File: config.mk
export PLATFORM = sky130hd
export DESIGN_NAME = dprt_csr
export DESIGN_NICKNAME = d
export VERILOG_FILES = /design/src/sv/deformed_point_rigid_transform_unit_assert.svh /design/src/sv/dprt_pkg.sv /design/src/sv/dprt_csr.sv
export SDC_FILE = /design/constraint.sdc
export NUM_CORES = 1
export LEC_CHECK = 0
export BUFFER_PORTS_ARGS = -buffer_cell sky130_fd_sc_hd__buf_2
export CAP_MARGIN = 10
export CORE_MARGIN = 4
export CORE_UTILIZATION = 46
export CTS_CLUSTER_SIZE = 24
export DETAILED_ROUTE_END_ITERATION = 16
export MAX_ROUTING_LAYER = met4
export PLACE_DENSITY = 0.79
export SYNTH_ARGS = -nofsm -noshare
export SYNTH_HDL_FRONTEND = slang
export SYNTH_SLANG_ARGS = --single-unit
File: constraint.sdc
create_clock -name clock -period 1.23 [get_ports clock]
set_input_delay 0.123 -clock clock [delete_from_list [all_inputs] [get_ports clock]]
set_output_delay 0.123 -clock clock [all_outputs]
set_load 0.01 [all_outputs]
File: src/sv/deformed_point_rigid_transform_unit_assert.svh
// assertion macros used by the pipe control rtl
`ifndef DEFORMED_POINT_RIGID_TRANSFORM_UNIT_ASSERT_SVH
`define DEFORMED_POINT_RIGID_TRANSFORM_UNIT_ASSERT_SVH
`ifndef SYNTHESIS
`define DPRT_ASSERT(label, clk, rst, expr) \
   label: assert property (@(posedge clk) disable iff (rst) (expr)) \
      else $error("dprt check failed");
`define DPRT_ASSERT_NEXT(label, clk, rst, ante, cons) \
   label: assert property (@(posedge clk) disable iff (rst) (ante) |=> (cons)) \
      else $error("dprt check failed");
`else
`define DPRT_ASSERT(label, clk, rst, expr)
`define DPRT_ASSERT_NEXT(label, clk, rst, ante, cons)
`endif
`endif

File: src/sv/dprt_pkg.sv
package dprt_pkg;

   // field widths
   localparam int COORD_W   = 18;
   localparam int COEF_FRAC = 16;
   localparam int ROT_W     = COEF_FRAC + 2;
   localparam int ROT_ROW_W = 3 * ROT_W;
   localparam int TR_W      = 21;
   localparam int TRANS_W   = 3 * TR_W;
   localparam int OUT_W     = 22;
   localparam int SCALE_W   = 24;
   localparam int NPAR_W    = 32;
   localparam int CSR_IDX_W = 3;
   localparam int CSR_DATA_W = TRANS_W;

   // stream word widths, padded to bytes
   localparam int REQ_DATA_W = ((3 * COORD_W + 7) / 8) * 8;
   localparam int RSP_DATA_W = ((3 * OUT_W + 7) / 8) * 8;

   // y correction datapath
   localparam int D_W        = COORD_W + 1;
   localparam int DD_W       = 2 * D_W;
   localparam int SPLIT      = D_W;
   localparam int HI_W       = DD_W - SPLIT;
   localparam int LO_PW      = SPLIT + 1 + NPAR_W;
   localparam int HI_PW      = HI_W + NPAR_W;
   localparam int PROD_W     = DD_W + NPAR_W;
   localparam int S_W        = D_W + SCALE_W;
   localparam int NP_SHIFT   = 16;
   localparam int N_W        = PROD_W - NP_SHIFT;
   localparam int SUM_W      = N_W + 2;
   localparam int CORR_SHIFT = 24;
   localparam int CORR_W     = SUM_W - CORR_SHIFT;
   localparam int YD_W       = CORR_W + 1;

   // rotation datapath
   localparam int PR_W  = ROT_W + YD_W;
   localparam int ACC_W = PR_W + 3;
   localparam int R_W   = ACC_W - COEF_FRAC;

   // pipeline
   localparam int YC_STAGES  = 5;
   localparam int ROT_STAGES = 3;
   localparam int NUM_STAGES = YC_STAGES + ROT_STAGES;

   localparam logic [ROT_ROW_W-1:0] ROT_ROW0_RST = ROT_ROW_W'(1) << COEF_FRAC;
   localparam logic [ROT_ROW_W-1:0] ROT_ROW1_RST = ROT_ROW_W'(1) << (COEF_FRAC + ROT_W);
   localparam logic [ROT_ROW_W-1:0] ROT_ROW2_RST =
      ROT_ROW_W'(1) << (COEF_FRAC + 2 * ROT_W);

   typedef enum logic [CSR_IDX_W-1:0] {
      CSR_ORIGIN_X    = 3'd0,
      CSR_ORIGIN_Y    = 3'd1,
      CSR_SCALE_COEF  = 3'd2,
      CSR_NONPAR_COEF = 3'd3,
      CSR_ROT_ROW0    = 3'd4,
      CSR_ROT_ROW1    = 3'd5,
      CSR_ROT_ROW2    = 3'd6,
      CSR_TRANSLATION = 3'd7
   } csr_index_type;

   typedef logic [NUM_STAGES-1:0] stage_vec_type;

   typedef struct packed {
      stage_vec_type adv;
      stage_vec_type valid;
   } pipe_ctrl_type;

   typedef struct packed {
      logic signed [COORD_W-1:0]  origin_x;
      logic signed [COORD_W-1:0]  origin_y;
      logic signed [SCALE_W-1:0]  scale_coef;
      logic signed [NPAR_W-1:0]   nonpar_coef;
      logic [2:0][ROT_ROW_W-1:0]  rot;
      logic [TRANS_W-1:0]         translation;
   } cfg_type;

endpackage

File: src/sv/dprt_csr.sv
module dprt_csr
   import dprt_pkg::*;
(
   input  logic                  clock,
   input  logic                  reset,
   input  logic                  csr_wr_en,
   input  logic [CSR_IDX_W-1:0]  csr_index,
   input  logic [CSR_DATA_W-1:0] csr_wdata,
   output cfg_type               cfg
);

   cfg_type cfg_ff;
   cfg_type cfg_in;

   always_comb begin
      cfg_in = cfg_ff;
      if (csr_wr_en) begin
         unique case (csr_index_type'(csr_index))
            CSR_ORIGIN_X:    cfg_in.origin_x    = $signed(csr_wdata[COORD_W-1:0]);
            CSR_ORIGIN_Y:    cfg_in.origin_y    = $signed(csr_wdata[COORD_W-1:0]);
            CSR_SCALE_COEF:  cfg_in.scale_coef  = $signed(csr_wdata[SCALE_W-1:0]);
            CSR_NONPAR_COEF: cfg_in.nonpar_coef = $signed(csr_wdata[NPAR_W-1:0]);
            CSR_ROT_ROW0:    cfg_in.rot[0]      = csr_wdata[ROT_ROW_W-1:0];
            CSR_ROT_ROW1:    cfg_in.rot[1]      = csr_wdata[ROT_ROW_W-1:0];
            CSR_ROT_ROW2:    cfg_in.rot[2]      = csr_wdata[ROT_ROW_W-1:0];
            CSR_TRANSLATION: cfg_in.translation = csr_wdata[TRANS_W-1:0];
            default:         cfg_in = cfg_ff;
         endcase
      end
   end

   always_ff @(posedge clock) begin
      if (reset) begin
         cfg_ff.origin_x    <= '0;
         cfg_ff.origin_y    <= '0;
         cfg_ff.scale_coef  <= '0;
         cfg_ff.nonpar_coef <= '0;
         cfg_ff.rot[0]      <= ROT_ROW0_RST;
         cfg_ff.rot[1]      <= ROT_ROW1_RST;
         cfg_ff.rot[2]      <= ROT_ROW2_RST;
         cfg_ff.translation <= '0;
      end else begin
         cfg_ff <= cfg_in;
      end
   end

   assign cfg = cfg_ff;

endmodule

# Yosys cells after proc, flatten, opt, wreduce, memory -nomap -nowiden
# Index checks and enable logic that the tools add are counted.
[totals] regBits=317 input_bits=69 word_cells=24
[classes] eq_ne=7 reduce_logical=9
[ops] operator="$reduce_and 2->1" n=8
[ops] operator="$eq 3x3->1 const B" n=4
[ops] operator="$eq 3x2->1 const B" n=2
[ops] operator="$eq 3x1->1 const B" n=1
[ops] operator="$logic_not 3->1" n=1

# Longest topological paths before layout
[logic_depth] depth_word=2 ltp_mapped=5 depth_no_buf=2

# Worst setup path before layout
# OpenSTA, ideal clock, no wires.
[synth_path] path_type="input to register" from="input port csr_index[1]" to="register cfg_ff (netlist bit cfg[316])" t_arrival_ps=1046 path_slack_ps=55 stages=4 n_path_buf=2 cell_sequence="or4b_4 > buf_6 > buf_8 > mux2i_1"
[synth_between] elab_chain_cells=2
[synth_rtl] element="from (decl)" line_no="dprt_csr.sv:7" text="input logic [CSR_IDX_W-1:0] csr_index,"
[synth_rtl] element="$logic_not 3->1" line_no="dprt_csr.sv:18" text="unique case (csr_index_type'(csr_index))"
[synth_rtl] element="$reduce_and 2->1 (no line)"
[synth_rtl] element="to (signal assigned)" line_no="dprt_csr.sv:43" text="cfg_ff <= cfg_in;"
[synth_rtl] element="to (decl)" line_no="dprt_csr.sv:12" text="cfg_type cfg_ff;"
# No other way between the ends.
# A chain may end at the register's enable or synchronous reset.

# Final worst setup path
[layout_path] from="register cfg_ff (netlist bit cfg[131])" to="output port cfg[131] (netlist bit)"
[layout_rtl] element="to (decl)" line_no="dprt_csr.sv:9" text="output cfg_type cfg"
# No word-level cell between the ends.

==> reports/results.txt <==
status - finished, final reports clean
CP max FO - 2
pre-CTS WS - -0.0900 ns
Die Y - 173 um
drt wl/cell - 18.4 um
depth of the worst register-to-register path - 2
WL final - 35,500 um
sequential cell area - 0.00635 mm^2
grt total ovfl - 0
part of the Yosys area used for sequential elements - 0.508
worst min path class - in2reg
Worst-path clk slew - 0.06 ns
Final Util - 0.625
Skew-Pair Late Insertion Delay - 0.54 ns
number of I/O pins - 386
Clock Path Buffers - 3
fmax - 840 MHz
Post-synth EDFFs - 0
Worst Hold Depth - 4
Total GRT Usage - 0.236
Setup CP Type - reg2out
sum of buffers and inverters on the critical path - 1
P per Cell Area - 1300 mW/mm^2
slowest CP cell - dfxtp_1
number of setup violations in the final report - 0
Net Count, Synth - 1,198
max cap viols - 0
root buf cell - clkbuf_16
Synthesis Warnings - 0
H-tree depth - 1
core area - 0.0269 mm^2
Starting Density - 0.465
initial antenna violation count - 2
Final WS setup - 0.0394 ns
Vias - 9,514
ANT nets after route - 0
GP Congestion - 0.826
library cells used by synthesis - 20
cell family with most CP delay - flip-flops
most common cell in the synthesized netlist - nand2b_1
r2r setup slk - 0.53 ns
IR drop worst, VDD - 951 uV
first-pass GRT wire length - 55,900 um
r2r startpoint - cfg[282]
vias in the first global route - 10,028
area of the multi-input gates - 0.00570 mm^2
area leader, netlist - dfxtp_1
Chip Width - 173 um
total negative slack - 0 ns
Worst Max-Slew Pin Slew - 0.439 ns
CTS sink count - 317
Hold Path Origin - csr_wdata[3]
Fin Hold WS - 0.0293 ns
Area Overhead vs Synth - 34.5%
filler cell count - 2,104
post-synthesis register bit count - 317
row count - 60
Syn Area/Cell - 11.1 um^2
Hold Crit Endpoint - cfg[228]
CTS Buf Count - 31
Initial DRC Count - 497
dpl hpwl - 25,000 um
layout cells sized above 1 - 0.323
setup repair bufs after CTS - 0
CP arrival - 1.07 ns
Synth top area share - 0.508
Crit. End Element - output port
Pleak - 8.90 nW
Mapped Area - 0.0125 mm^2
# DRC - 0
Slew headroom - 0.707
RSZ-0062 raised after global routing - false
Non-Filler Instances - 1,925
PortBufs - 385
Worst setup SP type - register
max reg flops - 317
First-pass DRT Iterations - 4
largest net degree at the start of global routing - 59
top post-synthesis cells by area - dfxtp_1, mux2i_1, nand2b_1
crit-path cells - buf_2
Clock Skews - 0 ns
Commonest cells post-synth - nand2b_1, dfxtp_1, mux2i_1
CTS tree - yes
Mapped Cells - 1,129
Slew Limit Fails - 0
placed cell count - 1,823
Worst path max stage delay - 0.38 ns
period utilization - 0.968
DR vias/cell - 4.94
Post-synth top flop - dfxtp_1
post-route minimum period - 1.19 ns
nets - 1,630
WP data required - 1.11 ns
Worst R2R End - cfg[282]
ys async rst share - 0
full die area - 0.0299 mm^2
final hold vios - 0
-- worst max-delay path by stage --
stage | startpoint | to | slack [ns] | cells past startpoint
finish | cfg[131] | cfg[131] | 0.04 | 1
CTS | cfg[50] | cfg[50] | 0.002 | 1
detailed placement | reset | cfg[8] | -0.09 | 4
floorplan | csr_index[1] | cfg[316] | 0.05 | 4
global route | cfg[107] | cfg[107] | 0.003 | 1
global placement | csr_index[0] | cfg[86] | -0.03 | 5
-- per-layer routing --
metal	track usage	up-vias	part of all wire
li1	-	4562	-
met1	0.279	4518	0.42
met2	0.396	347	0.48
met3	0.0582	87	0.067
met4	0.0778	0	0.036
met5	-	-	0
-- cells by family (layout without fill, tap and decap cells) --
logic type	Yosys count	count (layout)	share of synthesized area
buf+inv	100	553	0.0379
simple gates	395	395	0.200
other cells	0	2	0
flops	317	317	0.508
mux	317	317	0.254
-- layout make-up --
cell class / count / area share
diodes: 2 / 0.000298
clock buffers: 45 / 0.0540
clock inverters: 9 / 0.00633
multi-input cells: 712 / 0.339
flip-flops and latches: 317 / 0.378
well taps: 341 / 0.0254
repair buffers: 499 / 0.197
-- per-stage QoR --
step	total power, mW	instance area [um^2]
6_report	21.9	16800
5_1_grt	22.7	16800
3_5_place_dp	12.6	15300
3_3_place_gp	12.6	15300
4_1_cts	22.1	16800
2_1_floorplan	11.8	12500
-- placed cells by master, fill, tap and decap left out --
master           n
dfxtp_2          5
dfxtp_1        312
clkbuf_16       31
clkbuf_8         8
diode_2          2
clkbuf_1         6
nand4_1          1
clkinvlp_4       3
nand4bb_2        1
nor4bb_2         1
buf_12          32
nand2b_1       377
buf_4           37
nor2_1           6
mux2i_1        317
or4b_4           1
clkinv_2         3
buf_2          383
buf_6            1
inv_6            1
and4_1           1
nand4bb_4        1
nand4b_1         3
and4bb_2         1
and4b_1          1
bufinv_16        2
and4bb_1         1
dlygate4sd3_1   46
-- power by group --
part	internal, mW	switching (mW)	leakage (nW)
combinational	0.951	0.926	5.84
sequential	10.5	0.124	2.57
clock	5.51	3.92	0.492
-- worst reg2reg max path, stage by stage (launching register included) --
cell	delay, ns
dfxtp_1	0.35
nand2b_1	0.09
mux2i_1	0.17
-- what timing repair did --
item                       in CTS  in global routing
hold buffers                   46                  0
hold endpoints to repair      151                  0
resized for setup               3                  3
setup endpoints to repair       3                  3
Note: power is estimated with default switching activity, not from simulation.
