$ cat src/sv/deformed_point_rigid_transform_unit_assert.svh
// assertion macros used by the pipe control rtl
`ifndef DEFORMED_POINT_RIGID_TRANSFORM_UNIT_ASSERT_SVH
`define DEFORMED_POINT_RIGID_TRANSFORM_UNIT_ASSERT_SVH
`ifndef SYNTHESIS
`define DPRT_ASSERT(label, clk, rst, expr) \
   label: assert property (@(posedge clk) disable iff (rst) (expr)) \
      else $error("dprt check failed");
`define DPRT_ASSERT_NEXT(label, clk, rst, ante, cons) \
   label: assert property (@(posedge clk) disable iff (rst) (ante) |=> (cons)) \
      else $error("dprt check failed");
`else
`define DPRT_ASSERT(label, clk, rst, expr)
`define DPRT_ASSERT_NEXT(label, clk, rst, ante, cons)
`endif
`endif

$ cat src/sv/dprt_pkg.sv
package dprt_pkg;

   // field widths
   localparam int COORD_W   = 18;
   localparam int COEF_FRAC = 16;
   localparam int ROT_W     = COEF_FRAC + 2;
   localparam int ROT_ROW_W = 3 * ROT_W;
   localparam int TR_W      = 21;
   localparam int TRANS_W   = 3 * TR_W;
   localparam int OUT_W     = 22;
   localparam int SCALE_W   = 24;
   localparam int NPAR_W    = 32;
   localparam int CSR_IDX_W = 3;
   localparam int CSR_DATA_W = TRANS_W;

   // stream word widths, padded to bytes
   localparam int REQ_DATA_W = ((3 * COORD_W + 7) / 8) * 8;
   localparam int RSP_DATA_W = ((3 * OUT_W + 7) / 8) * 8;

   // y correction datapath
   localparam int D_W        = COORD_W + 1;
   localparam int DD_W       = 2 * D_W;
   localparam int SPLIT      = D_W;
   localparam int HI_W       = DD_W - SPLIT;
   localparam int LO_PW      = SPLIT + 1 + NPAR_W;
   localparam int HI_PW      = HI_W + NPAR_W;
   localparam int PROD_W     = DD_W + NPAR_W;
   localparam int S_W        = D_W + SCALE_W;
   localparam int NP_SHIFT   = 16;
   localparam int N_W        = PROD_W - NP_SHIFT;
   localparam int SUM_W      = N_W + 2;
   localparam int CORR_SHIFT = 24;
   localparam int CORR_W     = SUM_W - CORR_SHIFT;
   localparam int YD_W       = CORR_W + 1;

   // rotation datapath
   localparam int PR_W  = ROT_W + YD_W;
   localparam int ACC_W = PR_W + 3;
   localparam int R_W   = ACC_W - COEF_FRAC;

   // pipeline
   localparam int YC_STAGES  = 5;
   localparam int ROT_STAGES = 3;
   localparam int NUM_STAGES = YC_STAGES + ROT_STAGES;

   localparam logic [ROT_ROW_W-1:0] ROT_ROW0_RST = ROT_ROW_W'(1) << COEF_FRAC;
   localparam logic [ROT_ROW_W-1:0] ROT_ROW1_RST = ROT_ROW_W'(1) << (COEF_FRAC + ROT_W);
   localparam logic [ROT_ROW_W-1:0] ROT_ROW2_RST =
      ROT_ROW_W'(1) << (COEF_FRAC + 2 * ROT_W);

   typedef enum logic [CSR_IDX_W-1:0] {
      CSR_ORIGIN_X    = 3'd0,
      CSR_ORIGIN_Y    = 3'd1,
      CSR_SCALE_COEF  = 3'd2,
      CSR_NONPAR_COEF = 3'd3,
      CSR_ROT_ROW0    = 3'd4,
      CSR_ROT_ROW1    = 3'd5,
      CSR_ROT_ROW2    = 3'd6,
      CSR_TRANSLATION = 3'd7
   } csr_index_type;

   typedef logic [NUM_STAGES-1:0] stage_vec_type;

   typedef struct packed {
      stage_vec_type adv;
      stage_vec_type valid;
   } pipe_ctrl_type;

   typedef struct packed {
      logic signed [COORD_W-1:0]  origin_x;
      logic signed [COORD_W-1:0]  origin_y;
      logic signed [SCALE_W-1:0]  scale_coef;
      logic signed [NPAR_W-1:0]   nonpar_coef;
      logic [2:0][ROT_ROW_W-1:0]  rot;
      logic [TRANS_W-1:0]         translation;
   } cfg_type;

endpackage

$ cat src/sv/dprt_pipe.sv
`include "deformed_point_rigid_transform_unit_assert.svh"
module dprt_pipe
   import dprt_pkg::*;
(
   input  logic          clock,
   input  logic          reset,
   input  logic          in_valid,
   input  logic          out_ready,
   output pipe_ctrl_type ctrl
);

   stage_vec_type valid_ff;
   stage_vec_type valid_in;
   stage_vec_type adv;
   stage_vec_type held;
   logic          word_enter;
   logic          word_leave;
   int            words_now;
   int            words_next;

   // a stage loads when it is empty or its word moves on
   always_comb begin
      adv[NUM_STAGES-1] = !valid_ff[NUM_STAGES-1] || out_ready;
      for (int k = NUM_STAGES - 2; k >= 0; k--) begin
         adv[k] = !valid_ff[k] || adv[k+1];
      end
   end

   always_comb begin
      valid_in[0] = adv[0] ? in_valid : valid_ff[0];
      for (int k = 1; k < NUM_STAGES; k++) begin
         valid_in[k] = adv[k] ? valid_ff[k-1] : valid_ff[k];
      end
   end

   always_ff @(posedge clock) begin
      if (reset) begin
         valid_ff <= '0;
      end else begin
         valid_ff <= valid_in;
      end
   end

   assign word_enter = in_valid && adv[0];
   assign word_leave = valid_ff[NUM_STAGES-1] && out_ready;
   assign held       = valid_ff & ~adv;
   assign words_now  = $countones(valid_ff);
   assign words_next = words_now + int'(word_enter) - int'(word_leave);
   assign ctrl.adv   = adv;
   assign ctrl.valid = valid_ff;

   // words in flight change only by what enters and what leaves
   `DPRT_ASSERT_NEXT(a_word_count, clock, reset, 1'b1, words_now == $past(words_next))
   // a held stage keeps its word
   `DPRT_ASSERT_NEXT(a_stage_hold, clock, reset, 1'b1, (valid_ff & $past(held)) == $past(held))
   // a full stalled pipe takes nothing in
   `DPRT_ASSERT(a_full_stall, clock, reset, !((&valid_ff) && !out_ready && adv[0]))

endmodule

$ cat config.mk
export PLATFORM = sky130hd
export DESIGN_NAME = dprt_pipe
export DESIGN_NICKNAME = d
export VERILOG_FILES = /design/src/sv/dprt_pkg.sv /design/src/sv/dprt_pipe.sv
export VERILOG_INCLUDE_DIRS = /design/src /design/src/sv
export SDC_FILE = /design/constraint.sdc
export NUM_CORES = 1
export LEC_CHECK = 0
export BUFFER_PORTS_ARGS = -buffer_cell sky130_fd_sc_hd__buf_2
export CAP_MARGIN = 20
export CORE_AREA = 4 4 41 43
export DETAILED_ROUTE_END_ITERATION = 7
export DIE_AREA = 0 0 45 47
export GPL_ROUTABILITY_DRIVEN = 0
export HOLD_SLACK_MARGIN = 0.08
export PLACE_DENSITY = 0.51
export SLEW_MARGIN = 30
export SYNTH_ARGS = -nofsm -noshare
export SYNTH_HDL_FRONTEND = slang
export SYNTH_SLANG_ARGS = --single-unit
$ cat constraint.sdc
create_clock -name clock -period 1.4 [get_ports clock]
set_input_delay 0.28 -clock clock [delete_from_list [all_inputs] [get_ports clock]]
set_output_delay 0.28 -clock clock [all_outputs]
set_load 0.05 [all_outputs]
## Word-level counts from Yosys, hierarchy flattened

Cells that the tools add are included.

- Bits in registers: 8
- Output and inout port bits: 16
- Word-level logic and storage cells: 24

- Reduce and logical (&&, ||, !) cells: 16

Operators with widths:

| cell | number |
|---|---|
| 1-bit logical NOT | 8 |
| 1-bit logical OR | 8 |

## Depth between registers and ports, before layout

Gate-level depths: netlist of the first run.

- Depth in word-level cells: 9
- Mapped depth: 4

## Worst setup path after synthesis of the first run

OpenSTA, ideal clock, no wires.

- Path type: register -> output
- From: reg valid_ff[6]
- To: out ctrl[8] (netlist name)
- Arrival time: 1.602 ns
- Setup slack: -0.482 ns
- Cell stages (with the launch flop): 5
- Path through: dfxtp_1 -> and4b_1 -> buf_6 -> and2_4 -> nand3_1

RTL lines:

| element | line | source |
|---|---|---|
| start: declaration | dprt_pipe.sv:12 | `stage_vec_type valid_ff;` |
| start signal: assignment | dprt_pipe.sv:40 | `valid_ff <= valid_in;` |
| end: declaration | dprt_pipe.sv:9 | `output pipe_ctrl_type ctrl` |

==> impl_metrics.tcl, run 1 <==
set metrics [dict create \
    period_share_pct 110.2 \
    cts_tree "done" \
    leakage_dissipation_nw 0.2776 \
    switching_power_w 0.0001196 \
    post-route-worst-setup-slack_ps -142.2 \
    synth.net_count 42 \
    design.core.area_um2 1301 \
    ys_seq_area_share_pct 48.67 \
    startpoint_type "flip-flop" \
    clk_slew_on_worst_s_h_paths_ps 60 \
    detail_route.vias_per_cell 4.253 \
    synth_largest_type_area_fraction_pct 48.67 \
    biggestRegsByFlops "valid_ff x8" \
    io-pin-count 20 \
    drv.max_cap_violation_count 0 \
    hold_slack_ps 236.7 \
    worst_slew_margin_rel_pct 83.37 \
    yosys.cell_count.top_type "nor2_1" \
    synthArstFlopShare_pct 0 \
    cellInternalPower_w 0.0003456 \
    syn_to_final_growth_pct 87.45 \
    gr-total-overflow 0 \
    detailed_place.area_um2 508.0 \
    power_switching_share_pct 25.72 \
    critical-path-slowest-cell "dfxtp_4" \
    setup_repair_after_global_routing_missed_its_margin "true" \
    timing.critical_path.fanout_max 3 \
    grt_max_degree 9 \
    dieWidth_um 45 \
    layout-drive-gt1-share_pct 67.65 \
    detail_route.first_pass.iterations 3 \
    ctsRootBufferMaster "clkbuf_4" \
    final_nets 73 \
    drtAntennaViolNets 0 \
    power_w 0.0004652 \
    timing.final.hold_violations 0 \
    syn_area_per_cell_um2 8.660 \
    initial_antenna_violation_count 0 \
    synthDistinctLibCells 16 \
    path_cells "and4b_1 -> and2_4 -> nand3_4 -> buf_8" \
    cts_buffer_depth 2 \
    grt_first_pass_wirelength_um 1524 \
    irDropWorstVdd_v 0.0003490 \
    yosys-top-cells-area "dfxtp_1 (49%), nor2_1 (10%), nand3_4 (5.3%), a21oi_1 (4.6%), inv_1 (4.6%)" \
    timing_worst_setup_path_type "reg2out" \
    h_tree_level_count 1 \
    synthCells 38 \
    initial_core_util_pct 25.29 \
    worst_setup_path_end_kind "output pin" \
    via_count 353 \
    gate_power_share_pct 8.1 \
    postLayoutCoreUtil_pct 47.40 \
    outcome "complete, but fails checks" \
    period_minus_slack_ps 1542 \
    final_cell_area_um2 616.8 \
    detailedRoute.firstIterationViolations 3 \
    critical_path.max_stage_delay_ps 340 \
    pwr-share-seq_pct 49.6 \
    violations "negative setup slack" \
    timing.critical_path.required_ps 1120 \
    synth_top_cell_by_area "dfxtp_1" \
    wl_per_cell_um 11.86 \
    antennaDiodeCount 0 \
    timing.critical_path.arrival_ps 1260 \
    cts_inserted_buffers 3 \
    first_global_vias 340 \
    synth-edff-count 0 \
    detail_route.wirelength_um 984 \
    numClockSinks 8 \
    achievable_clock_frequency_mhz 648.4 \
    clkLatencyLatePin_ps 250 \
    buffer_ports.inserted 19 \
    ys_warn_count 0 \
    tightest_slew_ps 249.1 \
    clock-skew-final_ps 1.207 \
    number_of_flip_flops_under_the_largest_register_name 8 \
    min-delay-path-class "in2reg" \
    detailed_place_hpwl_um 683 \
    synth.cells.most_frequent "nor2_1 (9), dfxtp_1 (8), inv_1 (4)" \
    number_of_synthesized_register_bits 8 \
    drc_violations_left 0 \
    placement_rows 13 \
    number_of_setup_violations_in_the_final_report 8 \
    track_usage_pct 10.84 \
    slew_viol_final 0 \
    power_density_nw_per_um2 754.2 \
    synth.cell_area_um2 329.1 \
    dieArea_um2 2115 \
    clkPwrFrac_pct 42.2 \
    max_flop_register "valid_ff" \
    synth_ff_type "dfxtp_1" \
    die_h_um 47 \
]
## worst max-delay path: cells and delay by family (launching register included)
kind / cells / cell delay [ps]
and+or+nand+nor: 3 / 500
DFF: 1 / 340
buffers and inverters: 1 / 160
## layout by cell type, fill, tap and decap left out, types with 2 or more instances in the layout
master / n
buf_2: 11
buf_4: 11
nor2_1: 9
buf_6: 4
dfxtp_4: 4
a21oi_1: 3
clkbuf_4: 3
nand2_2: 2
inv_1: 2
nand3_4: 2
buf_8: 2
dfxtp_1: 2
dfxtp_2: 2
## logic make-up (layout without fill, tap and decap cells)
kind of cell           count (synthesis)  in the layout  share of synthesized area [%]
AO/OA/AOI/OAI                          6              6                          11.79
buffers and inverters                  6             36                          9.503
flip-flops                             8              8                          48.67
AND/OR/NAND/NOR                       18             18                          30.04
## power groups by stage
stage               registers [W]  clock network, W   logic [W]
floorplan                0.000252                 0  0.00000913
global placement         0.000236                 0   0.0000368
detailed placement       0.000236                 0   0.0000369
CTS                      0.000231          0.000205   0.0000378
global route             0.000232          0.000222   0.0000407
finish                   0.000231          0.000197   0.0000379
## metal layers
layer	vias to the layer above	share of wire [%]	wire, um	global-route usage (%)
met3	0	5.5	54	4.598
met2	12	51	502	16.95
met5	-	0	0	0
li1	181	-	-	-
met4	0	0	0	7.018
met1	160	43	427	12.10
## repair_timing
action                                  CTS  global route
endpoints found under the setup margin    7             8
hold endpoints to repair                  0             0
buffers inserted                          2             1
gates resized for setup                  15             5
pin swaps                                 1             1
hold buffers                              0             0
gates cloned                              0             0
## final timing paths
check / from / endpoint / depth (start not counted) / slack, ps
hold / removal: in_valid / valid_ff[0] / 3 / 240
hold reg to reg: valid_ff[2] / valid_ff[3] / 2 / 470
setup / recovery: valid_ff[7] / ctrl[8] / 4 / -140
setup reg to reg: valid_ff[7] / valid_ff[0] / 5 / 200
## area by class of cell
type	count	area, um2
clock buffers	4	26.28
fillers	140	684.4
inverters	4	18.77
multi-input cells	24	162.7
flip-flops and latches	8	177.7
well taps	15	18.77
repair buffers	28	212.7
## metrics by stage
step / TNS (ps) / std cells / setup slack (ps)
2_1_floorplan: -106.9 / 38 / -74.35
3_3_place_gp: 0 / 76 / 13.93
3_5_place_dp: 0 / 76 / 0.2462
4_1_cts: -777.1 / 82 / -153.7
5_1_grt: -1411 / 83 / -224.3
6_report: -808.7 / 83 / -142.2
Power figures use the tool's default switching activity.
==> run 2, diff against run 1 <==
Clock period 1.4 ns to 1.7 ns, I/O delays scaled along.
==> impl_metrics.tcl, run 2 (synthesis gave the netlist of run 1 again) <==
set metrics [dict create \
    post-place-ws_ps 190.1 \
    clock-skew-final_ps 0.2264 \
    fin_cells 74 \
    cts_tree "done" \
    h_tree_level_count 1 \
    antennaDiodeCount 0 \
    max_flop_register "valid_ff" \
    first_global_vias 283 \
    gr-total-overflow 0 \
    timing.critical_path.arrival_ps 1290 \
    drv.max_cap_violation_count 0 \
    io-pin-count 20 \
    detail_route.wirelength_um 757 \
    detailed_place.area_um2 445.4 \
    worst_setup_path_end_kind "output pin" \
    count_of_hold_fix_buffers_inserted_at_cts 0 \
    via_count 316 \
    power_density_nw_per_um2 766.3 \
    initial_antenna_violation_count 0 \
    slew_viol_final 0 \
    number_of_flip_flops_under_the_largest_register_name 8 \
    timing.critical_path.fanout_max 8 \
    worst_slew_margin_rel_pct 83.82 \
    dieWidth_um 45 \
    detail_route.vias_per_cell 4.270 \
    post-route-worst-setup-slack_ps 69.44 \
    worst_r2r_path_depth 4 \
    achievable_clock_frequency_mhz 613.3 \
    most-common-layout-cells "buf_2 (19), nor2_1 (9), dfxtp_2 (5), inv_1 (4)" \
    dp_cells 71 \
    design.core.area_um2 1301 \
    cts_inserted_buffers 3 \
    detailedRoute.firstIterationViolations 2 \
    hold-path-cell-count 3 \
    final_nets 65 \
    buffer_ports.inserted 19 \
    leakage_dissipation_nw 0.1998 \
    outcome "finished, final reports clean" \
    syn_to_final_growth_pct 43.73 \
    timing.critical_path.required_ps 1360 \
    biggestRegsByFlops "valid_ff x8" \
    final_common_cell "buf_2" \
    cts_buffer_depth 2 \
    final_cell_area_um2 473.0 \
    drtAntennaViolNets 0 \
    clk_slew_on_worst_s_h_paths_ps 50 \
    placement_rows 13 \
    period_minus_slack_ps 1631 \
    timing.final.hold_violations 0 \
    track_usage_pct 8.623 \
    dieArea_um2 2115 \
    period_share_pct 95.92 \
    clkLatencyLatePin_ps 240 \
    min-delay-path-class "in2reg" \
    irDropWorstVdd_v 0.0003545 \
    grt_max_degree 9 \
    ctsRootBufferMaster "clkbuf_4" \
    detailed_place_hpwl_um 579.5 \
    power_w 0.0003624 \
    tightest_slew_ps 242.3 \
    drc_violations_left 0 \
    timing_worst_setup_path_type "reg2out" \
    initial_core_util_pct 25.29 \
    wl_per_cell_um 10.23 \
    detail_route.first_pass.iterations 2 \
    die_h_um 47 \
    layout-drive-gt1-share_pct 55.93 \
    startpoint_type "flip-flop" \
    grt_first_pass_wirelength_um 1186 \
    numClockSinks 8 \
    number_of_setup_violations_in_the_final_report 0 \
]
## run 2: cell types whose count changed in the layout (fill, tap and decap cells not counted), sizes merged
cell and change:
clkinvlp -1, clkbuf -1, inv +1, buf -8
## run 2: final timing paths
check	startpoint	endpoint	slack (ps)
worst min register to register	valid_ff[2]	valid_ff[3]	470
worst max register to register	valid_ff[6]	valid_ff[0]	640
worst min-delay path	in_valid	valid_ff[0]	310
worst max-delay path	valid_ff[6]	ctrl[11]	70
## run 2: stage by stage
step           utilization (%)   TNS, ps  hold WS [ps]
2_1_floorplan                -         0         460.3
4_1_cts                  35.96         0         299.5
5_1_grt                  36.35  -0.02809         316.0
3_5_place_dp             34.23         0         449.6
3_3_place_gp             34.23         0         460.9
6_report                 36.35         0         305.7
## run 2: final cells by class
class                      instances  area [um2]
inverter                           4       15.01
clock buffer                       3       22.52
fill                             160       828.3
tap                               15       18.77
timing repair buffer              20       102.6
multi-input combinational         24       147.6
sequential                         8       166.4
## run 2: worst max-delay path, stage by stage, from the launching register on
cell	delay, ps
dfxtp_2	330
and4b_1	200
buf_4	170
nand3_4	80
buf_2	260
## run 2: timing repair
item | in CTS | in global routing
buffers inserted | 0 | 0
resized for setup | 0 | 1
setup endpoints to repair | 0 | 2
## run 2: power breakdown
part,switching (W),internal [W]
Clock,0.0000577,0.0000803
Combinational,0.0000202,0.00000766
Sequential,0.00000469,0.000192
Total,0.0000826,0.000280
## run 2: layer usage
layer | global-route usage [%] | routed length, um
met2 | 10.45 | 333
met3 | 3.831 | 80
met4 | 10.53 | 12
met1 | 10.05 | 330
met5 | 0 | 0
==> run 3, diff against run 2 <==
Settings changed: PLACE_DENSITY 0.51 to 0.53.
Clock period 1.7 ns to 1.4 ns, I/O delays scaled along.
==> impl_metrics.tcl, run 3 (synthesis gave the netlist of run 1 again) <==
set metrics [dict create \
    outcome "complete, but fails checks" \
    violations "negative setup slack" \
    tightest_slew_ps 257.2 \
    detailed_place_hpwl_um 609.5 \
    detail_route.wirelength_um 884 \
    cts_buffer_depth 2 \
    antennaDiodeCount 0 \
    final_cell_area_um2 575.6 \
    r2r-start "valid_ff[7]" \
    timing_worst_setup_path_type "reg2out" \
    leakage_dissipation_nw 0.2494 \
    h_tree_level_count 1 \
    worst_setup_path_end_kind "output pin" \
    dieWidth_um 45 \
    layout-drive-gt1-share_pct 65.63 \
    placement_rows 13 \
    detailed_place.area_um2 493.0 \
    count_of_hold_fix_buffers_inserted_at_cts 0 \
    cellInternalPower_w 0.0003451 \
    period_share_pct 108.4 \
    ctsRootBufferMaster "clkbuf_4" \
    syn_to_final_growth_pct 74.90 \
    drtAntennaViolNets 0 \
    cts_tree "done" \
    buffer_ports.inserted 19 \
    timing.rr.end "valid_ff[0]" \
    initial_core_util_pct 25.29 \
    slew_viol_final 0 \
    numClockSinks 8 \
    worst_slew_margin_rel_pct 82.83 \
    final_common_cell "buf_2" \
    period_minus_slack_ps 1518 \
    clk_slew_on_worst_s_h_paths_ps 50 \
    drv.max_cap_violation_count 0 \
    via_count 342 \
    clock-skew-final_ps 4.114 \
    detail_route.wirelength.met1_um 369 \
    gr-total-overflow 0 \
    nFillCells 142 \
    grt_max_degree 9 \
    cts_inserted_buffers 3 \
    irDropWorstVdd_v 0.0004748 \
    number_of_setup_violations_in_the_final_report 6 \
    pwr-share-seq_pct 50.2 \
    achievable_clock_frequency_mhz 658.9 \
    startpoint_type "flip-flop" \
    power_density_nw_per_um2 799.9 \
    final_nets 69 \
    design.core.area_um2 1301 \
    die_h_um 47 \
    most-common-layout-cells "buf_2 (13), nor2_1 (9), buf_6 (5), buf_4 (5), dfxtp_4 (4)" \
    timing.critical_path.fanout_max 3 \
    clkLatencyLatePin_ps 260 \
    worst_r2r_path_depth 5 \
    ff2ff_setup_slack_ps 190 \
    max_flop_register "valid_ff" \
    dieArea_um2 2115 \
    setup_repair_after_global_routing_missed_its_margin "true" \
    detailedRoute.firstIterationViolations 3 \
    initial_antenna_violation_count 0 \
    track_usage_pct 10.94 \
    detail_route.vias_per_cell 4.329 \
    number_of_flip_flops_under_the_largest_register_name 8 \
    power_w 0.0004604 \
    drc_violations_left 0 \
    wl_met3_um 79 \
    met2_wirelength_um 435 \
    min-delay-path-class "in2reg" \
    detail_route.first_pass.iterations 4 \
    clkPwrFrac_pct 41.9 \
    wl_per_cell_um 11.19 \
    post-route-worst-setup-slack_ps -117.8 \
    timing.final.hold_violations 0 \
    uppermost_layer_routed "met3" \
    crit_start "valid_ff[7]" \
    timing.critical_path.required_ps 1120 \
    first_global_vias 350 \
    switching_power_w 0.0001153 \
    timing.critical_path.arrival_ps 1240 \
    grt_first_pass_wirelength_um 1621 \
    gate_power_share_pct 8.0 \
    power_switching_share_pct 25.04 \
    io-pin-count 20 \
    biggestRegsByFlops "valid_ff x8" \
    cp-endpoint "ctrl[8]" \
]
run 3: cell types whose count changed in the layout (fill, tap and decap cells not counted), moves of 2 or more:
cell,delta
buf_2,-6
buf_6,+5
buf_4,+4
dfxtp_4,+4
dfxtp_2,-3
inv_1,-2
run 3: stage by stage:
stage | hold WS (ps) | setup WS (ps) | utilization, % | TNS (ps) | cells
3_3_place_gp | 448.7 | 14.20 | 37.88 | 0 | 74
4_1_cts | 230.3 | -140.8 | 44.23 | -668.0 | 79
2_1_floorplan | 400.3 | -74.35 | - | -106.9 | 38
6_report | 237.9 | -117.8 | 44.23 | -542.8 | 79
3_5_place_dp | 453.2 | -2.124 | 37.88 | -2.124 | 74
5_1_grt | 240.0 | -178.6 | 44.23 | -991.3 | 79
run 3: layer usage:
| metal | track usage (%) | up-vias |
|---|---|---|
| li1 | - | 176 |
| met1 | 12.61 | 151 |
| met2 | 17.23 | 15 |
| met3 | 4.981 | 0 |
| met4 | 5.263 | 0 |
| met5 | 0 | - |
run 3: cell type report:
type	count	area, um2	share of cell area (%)
timing repair buffer	24	173.9	30.22
inverter	4	18.77	3.261
sequential	8	177.7	30.87
multi-input combinational	24	160.2	27.83
tap	15	18.77	3.261
clock buffer	4	26.28	4.565
run 3: worst min-delay path by stage:
stage | startpoint | endpoint | cells after the start
after floorplan | in_valid | valid_ff[0] | 2
after global placement | valid_ff[2] | valid_ff[3] | 2
after detailed placement | valid_ff[2] | valid_ff[3] | 2
after CTS | in_valid | valid_ff[0] | 3
after global routing | in_valid | valid_ff[0] | 3
final | in_valid | valid_ff[0] | 3
run 3: power by group through the flow:
stage | Combinational [W] | Clock (W) | Sequential [W]
4_1_cts | 0.0000371 | 0.000206 | 0.000231
5_1_grt | 0.0000390 | 0.000212 | 0.000232
3_5_place_dp | 0.0000365 | 0 | 0.000236
2_1_floorplan | 0.00000913 | 0 | 0.000252
6_report | 0.0000366 | 0.000193 | 0.000231
3_3_place_gp | 0.0000363 | 0 | 0.000236
run 3: critical path, stage by stage, from the launching register on:
cell and delay, ps:
dfxtp_4 340, and4b_1 220, and2_4 190, nand3_4 80, buf_8 160
run 3: what timing repair did:
action | CTS | global route
gates resized for setup | 15 | 1
pin swaps | 2 | 2
endpoints found under the setup margin | 8 | 8
setup buffers | 1 | 0
